File: config.mk
export PLATFORM = sky130hd
export DESIGN_NAME = pdrs_ctrl
export DESIGN_NICKNAME = d
export VERILOG_FILES = /design/src/rtl/pdrs_pkg.sv /design/src/rtl/pdrs_ctrl.sv
export SDC_FILE = /design/constraint.sdc
export NUM_CORES = 1
export LEC_CHECK = 0
export BUFFER_PORTS_ARGS = -buffer_cell sky130_fd_sc_hd__buf_2
export CORE_MARGIN = 2
export CORE_UTILIZATION = 44
export CTS_BUF_LIST = sky130_fd_sc_hd__clkbuf_16
export DETAILED_ROUTE_END_ITERATION = 8
export PLACE_DENSITY_LB_ADDON = 0.15
export RECOVER_POWER = 25
export SLEW_MARGIN = 15
export SYNTH_ARGS = -nofsm -noshare
export SYNTH_HDL_FRONTEND = slang
export SYNTH_SLANG_ARGS = --single-unit
File: constraint.sdc
create_clock -name clk -period 1.5 [get_ports clk]
set_clock_uncertainty 0.1 [all_clocks]
set_input_delay 0.3 -clock clk [delete_from_list [all_inputs] [get_ports clk]]
set_output_delay 0.3 -clock clk [all_outputs]
set_load 0.03 [all_outputs]
File: src/rtl/pdrs_pkg.sv
// Shared types and constants of the per-destination resend scheduler.
package pdrs_pkg;

  localparam int MAX_RESULTS = 8;
  localparam int CNT_W       = $clog2(MAX_RESULTS + 1);

  localparam logic CMD_ENQ  = 1'b0;
  localparam logic CMD_TICK = 1'b1;

  typedef enum logic [1:0] {
    EV_SEND    = 2'd0,
    EV_TIMEOUT = 2'd1,
    EV_FULL    = 2'd2
  } ev_kind_t;

  typedef enum logic [1:0] {
    CFG_OWN_ID  = 2'd0,
    CFG_MASK    = 2'd1,
    CFG_TIMEOUT = 2'd2,
    CFG_RESEND  = 2'd3
  } cfg_idx_t;

  typedef struct packed {
    logic [15:0] own_id;
    logic [7:0]  mask;
    logic [15:0] timeout;
    logic [15:0] resend;
  } cfg_t;

  // Stored message: stamp in the upper word, then source, then handle.
  typedef struct packed {
    logic [31:0] stamp;
    logic [15:0] source;
    logic [15:0] handle;
  } msg_t;

  typedef struct packed {
    logic start;
    logic rd_en;
    logic proc_en;
    logic flush;
  } dp_cmd_t;

  typedef struct packed {
    logic blocked;
    logic pend_v;
    logic out_free;
  } dp_sts_t;

endpackage

File: src/rtl/pdrs_ctrl.sv
// Sequencer: walks the slots through the read and process stages of the datapath.
module pdrs_ctrl
  import pdrs_pkg::*;
#(
  parameter int SLOTS = 8
) (
  input  logic                                  clk,
  input  logic                                  rst_n,
  input  logic                                  in_valid,
  output logic                                  in_ready,
  output dp_cmd_t                               cmd,
  output logic [(SLOTS > 1 ? $clog2(SLOTS) : 1)-1:0] rd_slot,
  output logic [(SLOTS > 1 ? $clog2(SLOTS) : 1)-1:0] proc_slot,
  input  dp_sts_t                               sts
);

  localparam int SW = (SLOTS > 1) ? $clog2(SLOTS) : 1;

  typedef enum logic [2:0] {
    ST_IDLE  = 3'b001,
    ST_SCAN  = 3'b010,
    ST_FLUSH = 3'b100
  } state_t;

  state_t        state_r, state_nxt;
  logic [SW:0]   rd_cnt_r, rd_cnt_nxt;
  logic          proc_v_r, proc_v_nxt;
  logic [SW-1:0] proc_slot_r, proc_slot_nxt;
  logic          adv;
  logic          more;

  assign adv       = !(proc_v_r && sts.blocked);
  assign more      = rd_cnt_r < (SW + 1)'(SLOTS);
  assign in_ready  = (state_r == ST_IDLE);
  assign rd_slot   = rd_cnt_r[SW-1:0];
  assign proc_slot = proc_slot_r;

  always_comb begin
    cmd.start   = in_valid && in_ready;
    cmd.rd_en   = (state_r == ST_SCAN) && adv && more;
    cmd.proc_en = (state_r == ST_SCAN) && proc_v_r && adv;
    cmd.flush   = (state_r == ST_FLUSH);
  end

  always_comb begin
    state_nxt     = state_r;
    rd_cnt_nxt    = rd_cnt_r;
    proc_v_nxt    = proc_v_r;
    proc_slot_nxt = proc_slot_r;
    case (state_r)
      ST_IDLE: begin
        if (in_valid) begin
          rd_cnt_nxt = '0;
          proc_v_nxt = 1'b0;
          state_nxt  = ST_SCAN;
        end
      end
      ST_SCAN: begin
        if (adv) begin
          proc_v_nxt    = more;
          proc_slot_nxt = rd_cnt_r[SW-1:0];
          if (more) begin
            rd_cnt_nxt = rd_cnt_r + 1'b1;
          end else begin
            state_nxt = ST_FLUSH;
          end
        end
      end
      ST_FLUSH: begin
        if (!sts.pend_v || sts.out_free) begin
          state_nxt = ST_IDLE;
        end
      end
      default: begin
        state_nxt  = ST_IDLE;
        proc_v_nxt = 1'b0;
      end
    endcase
  end

  always_ff @(posedge clk) begin
    if (!rst_n) begin
      state_r  <= ST_IDLE;
      rd_cnt_r <= '0;
      proc_v_r <= 1'b0;
    end else begin
      state_r  <= state_nxt;
      rd_cnt_r <= rd_cnt_nxt;
      proc_v_r <= proc_v_nxt;
    end
  end

  always_ff @(posedge clk) begin
    proc_slot_r <= proc_slot_nxt;
  end

`ifndef NO_ASSERTIONS
  a_idle_no_proc: assert property (@(posedge clk) disable iff (!rst_n)
    state_r == ST_IDLE |-> !proc_v_r)
    else $error("slot in process stage while idle");

  a_start_scan: assert property (@(posedge clk) disable iff (!rst_n)
    cmd.start |=> state_r == ST_SCAN && !proc_v_r)
    else $error("accepted item did not start a scan");

  a_flush_after_scan: assert property (@(posedge clk) disable iff (!rst_n)
    state_r == ST_FLUSH |-> $past(state_r) == ST_SCAN || $past(state_r) == ST_FLUSH)
    else $error("flush entered without a scan");
`endif

endmodule

### Yosys cells after proc, flatten, opt, wreduce, memory -nomap -nowiden

Index checks and enable logic that the tools add are counted.

| operators by class | value |
|---|---|
| $add $sub $neg | 1 |
| bitwise operators | 2 |
| magnitude comparators | 1 |
| reduce and logical (&&, ||, !) cells | 14 |
| equality and inequality tests | 8 |
| mux-type cells | 12 |

Operators by type and width:

| kind | number |
|---|---|
| 3-bit two-way mux | 4 |
| 4-bit two-way mux | 3 |
| 3-bit one-hot mux with 3 select lines | 1 |
| 2-bit inequality test, second input constant | 4 |
| 4-bit one-hot mux with 2 select lines | 1 |
| 4-bit AND reduction | 2 |
| 1-bit logical AND | 6 |
| 4-bit by 1-bit adder with 4-bit output, second input constant | 1 |
| 4-bit less-than comparator, second input constant | 1 |
| 3-bit by 1-bit equality test with 1-bit output, second input constant | 1 |
| 3-bit by 2-bit equality test with 1-bit output, second input constant | 1 |
| 3-bit equality test, second input constant | 1 |
| 1-bit one-hot mux with 3 select lines | 1 |
| 3-bit AND reduction | 1 |
| 1-bit zero test | 2 |
| 1-bit two-way mux | 2 |
| 2-bit by 1-bit inequality test with 1-bit output, second input constant | 1 |
| 1-bit inverter | 2 |
| 2-bit AND reduction | 1 |
| 2-bit nonzero test | 1 |
| 1-bit logical OR | 1 |

| word-level totals | value |
|---|---|
| register bits after elaboration | 11 |
| output and inout bits | 11 |
| word-level logic and storage cells | 42 |

### Logic depth before layout (Yosys ltp)

| depth | value |
|---|---|
| depth in word-level cells | 4 |
| mapped depth | 4 |
| mapped depth without buffers | 3 |

### Worst setup path after synthesis

Ideal clock, no wire load.

| timing | value |
|---|---|
| kind | register -> output |
| from | reg state_r[2] |
| to | out cmd[1] in the netlist's numbering |
| cell stages (with the launch flop) | 3 |
| slack | -421 ps |
| data required time | 1,100 ps |
| arrival | 1,521 ps |
| cells stage by stage | dfxtp_1 > or3b_4 > nor3b_1 |

RTL lines:

| what | RTL line | text |
|---|---|---|
| start, declared | pdrs_ctrl.sv:25 | `state_t state_r, state_nxt;` |
| start signal, assigned | pdrs_ctrl.sv:87 | `state_r <= state_nxt;` |
| end, declared | pdrs_ctrl.sv:11 | `output dp_cmd_t cmd,` |

==> reports/summary.txt <==
================================================================================
Core box area                                                        0.00132 mm²
Crit path required time                                                  1100 ps
Clock Tree Buf Depth                                                           2
Critical path class                                                   reg -> out
Count of inserted antenna diode cells                                          0
Hold Worst Slack                                                          266 ps
Syn_area_per_cell                                                       9.89 µm²
Number of DRC violations after detailed-routing iteration 0                   12
Final clock period utilization by the worst path                            113%
# Max-Cap Violations                                                           0
Number of buffers inserted during clock tree synthesis                         3
Worst slew margin relative to its limit                                    76.2%
Routed wire length                                                       1340 µm
Post-synth top area share                                                  25.7%
Count of final hold-check violations                                           0
Status                                                              finished, violations left
Post-route DRC violation count                                                 0
Layout Nets                                                                   96
Starting density of the core                                               47.3%
Share of power burned in the clock network                                 52.2%
Number of synthesized register bits                                           11
Cell area after synthesis                                                623 µm²
Setup ws final                                                           -194 ps
Pin count of the biggest net entering global routing                          13
Number of hold buffers added after CTS                                         0
Routed len/inst                                                          13.0 µm
Overall die area                                                     0.00173 mm²
Net switching component of the power                                  0.000185 W
Class of the tightest hold or removal check                            in -> reg
Die boundary width                                                       41.6 µm
Global routing usage summed across all routing layers                      17.0%
Transition time at the pin with the least slew margin                     358 ps
R2R Path End                                                        state_r[0]$_SDFFE_PN1P_
Area growth, synth to finish                                               45.2%
Placement Cell Area                                                      762 µm²
Placement row count                                                           13
Worst skew pair latency                                                   230 ps
Worst reg2reg startpoint                                            state_r[1]$_SDFFE_PN0P_
Number of enable-type register cells in the synthesized netlist                3
Clock period minus final worst setup slack                               1690 ps
RD Place Congestion                                                        0.750
Clock tree from TritonCTS                                                   done
Via count normalized by instance count                                      5.39
First-pass DRT Iterations                                                      4
Vias in the first global route                                               526
CP Max Fanout                                                                  2
Unrepaired setup endpoints after global routing                              yes
Minimum setup slack among reg-to-reg paths                                 30 ps
Hold endpoint                                                       state_r[0]$_SDFFE_PN1P_
Worst Hold Launch                                                          rst_n
Flip-flop cell with the highest count after synthesis               sky130_fd_sc_hd__dfxtp_1
Count of buffers from port buffering                                          16
Number of antenna violations at the first check in global routing              0
Flop pwr share                                                             35.1%
Number of ports placed on the die boundary                                    17
Clock Sinks                                                                   11
Slew Limit Fails                                                               0
Worst VDD drop                                                        0.000797 V
Fraction of registers with async set/reset                                    0%
Maximum operating frequency                                            0.590 GHz
Proportion of power drawn by combinational gates                           12.7%
Final instance area                                                      905 µm²
Total nets after synthesis                                                    70
Clock transition at path regs                                              40 ps
Via total after detailed routing                                             555
Sequential-to-total area share from yosys stat                             40.2%
Kind of end point of the critical path                                output pin
Count of cells along the worst register-to-register path                       4
Post-route ant nets                                                            0
Leakage power summed over all cells                                     0.391 nW
Int Power                                                             0.000715 W
Final setup vio count                                                          4
Number of library cell types mapped by synthesis                              35
Total power divided by cell area                                      995 mW/mm²
Die height                                                               41.6 µm
CP startpoint kind                                                          flop
Ratio of cells with drive above 1 in the final layout                      50.0%
Sum of net half-perimeters after detailed placement                       935 µm
Number of levels the H-tree was split into                                     1
Dominant cells by area after synthesis                              sky130_fd_sc_hd__dfxtp_1 26%, sky130_fd_sc_hd__edfxtp_1 14%, sky130_fd_sc_hd__buf_4 3.6%
Failing checks                                                      setup timing
Total overflow reported by the global router                                   0
Cells after synthesis                                                         63
WHS Path Cells                                                                 2
Leading area contributor after synthesis                            sky130_fd_sc_hd__dfxtp_1
CTS root buffer                                                     sky130_fd_sc_hd__clkbuf_16
Number of warnings issued by yosys                                             0
First-pass GRT wire length                                               2260 µm
Switching share of total power                                             20.5%
WP data arrival                                                          1290 ps
================================================================================
state kept, by name, indices dropped and copies added, names as in the netlist:
signal,flops
rd_cnt_r,4
proc_v_r,1
proc_slot,3
state_r,3
kinds of logic (layout without fill, tap and decap cells):
| family | after synthesis | count (layout) | synth area share, % |
|---|---|---|---|
| simple gates | 25 | 25 | 31.5 |
| flops | 11 | 11 | 40.2 |
| mux | 1 | 1 | 1.61 |
| compound gates | 16 | 16 | 17.3 |
| fa+ha+maj | 1 | 1 | 2.01 |
| buf+inv | 9 | 34 | 7.43 |
per-layer routing:
metal  part of all wire [%]  GRT usage [%]
met5                      0              0
met2                     44           25.9
met3                    5.0           1.74
met1                     48           23.3
met4                    2.3           9.68
worst max-delay path, cell delays in order, from the launching register on:
cell and delay (ps):
sky130_fd_sc_hd__dfxtp_2 310, sky130_fd_sc_hd__or3b_4 400, sky130_fd_sc_hd__nor3b_2 170, sky130_fd_sc_hd__buf_4 180
cells in the mapped netlist (2+ instances only):
library cell / count
sky130_fd_sc_hd__a21oi_1: 4
sky130_fd_sc_hd__dfxtp_1: 8
sky130_fd_sc_hd__nand3_1: 2
sky130_fd_sc_hd__inv_1: 3
sky130_fd_sc_hd__edfxtp_1: 3
sky130_fd_sc_hd__nand2_1: 3
sky130_fd_sc_hd__o21ai_0: 3
sky130_fd_sc_hd__and2_1: 2
sky130_fd_sc_hd__and3_1: 2
sky130_fd_sc_hd__buf_4: 3
sky130_fd_sc_hd__a21boi_0: 2
sky130_fd_sc_hd__nand3b_1: 2
sky130_fd_sc_hd__clkbuf_1: 2
sky130_fd_sc_hd__nor3b_1: 3
power groups by stage:
stage               Combinational (W)  Clock, W  Sequential, W
CTS                          0.000110  0.000477       0.000316
floorplan                   0.0000630         0       0.000322
finish                       0.000114  0.000469       0.000316
detailed placement          0.0000980         0       0.000320
global placement            0.0000986         0       0.000320
global route                 0.000123  0.000493       0.000317
metrics by stage:
stage | std cells | worst slack, ps | setup TNS [ps] | power [W] | util [%]
global route | 103 | -238 | -608 | 0.000933 | 68.7
finish | 103 | -194 | -355 | 0.000900 | 68.7
floorplan | 63 | -139 | -139 | 0.000385 | -
CTS | 103 | -217 | -388 | 0.000902 | 67.5
global placement | 96 | 26.3 | 0 | 0.000419 | 57.8
detailed placement | 96 | 11.5 | 0 | 0.000418 | 57.8
layout by cell type (no fill, tap or decap), drive strengths merged, types with 3 or more instances in the layout:
cell type	count
buf	26
dfxtp	8
nor3b	4
inv	4
clkbuf	4
a21oi	4
o21ai	3
edfxtp	3
nand2	3
how the worst max path moves through the flow:
stage / from / end / slack, ps / cells after the start
3_3_place_gp: state_r[2]$_SDFFE_PN0P_ / cmd[1] / 30 / 3
4_1_cts: state_r[0]$_SDFFE_PN1P_ / cmd[1] / -220 / 3
5_1_grt: state_r[0]$_SDFFE_PN1P_ / cmd[1] / -240 / 3
2_1_floorplan: state_r[2]$_SDFFE_PN0P_ / cmd[1] / -140 / 2
6_report: state_r[0]$_SDFFE_PN1P_ / cmd[1] / -190 / 3
3_5_place_dp: state_r[1]$_SDFFE_PN0P_ / cmd[1] / 10 / 3
cell type report:
class / count / area (µm²)
Clock buffer: 3 / 75.1
Clock inverter: 1 / 3.75
Fill cell: 91 / 413
Inverter: 3 / 11.3
Multi-Input combinational cell: 43 / 357
Sequential cell: 11 / 254
Tap cell: 15 / 18.8
Timing Repair Buffer: 27 / 185
repair_timing:
| item | CTS | global route |
|---|---|---|
| pin swaps | 3 | 2 |
| resized for setup | 10 | 8 |
| buffers inserted | 3 | 0 |
| endpoints found under the setup margin | 5 | 11 |
| cloned | 0 | 0 |
Power figures use the tool's default switching activity.
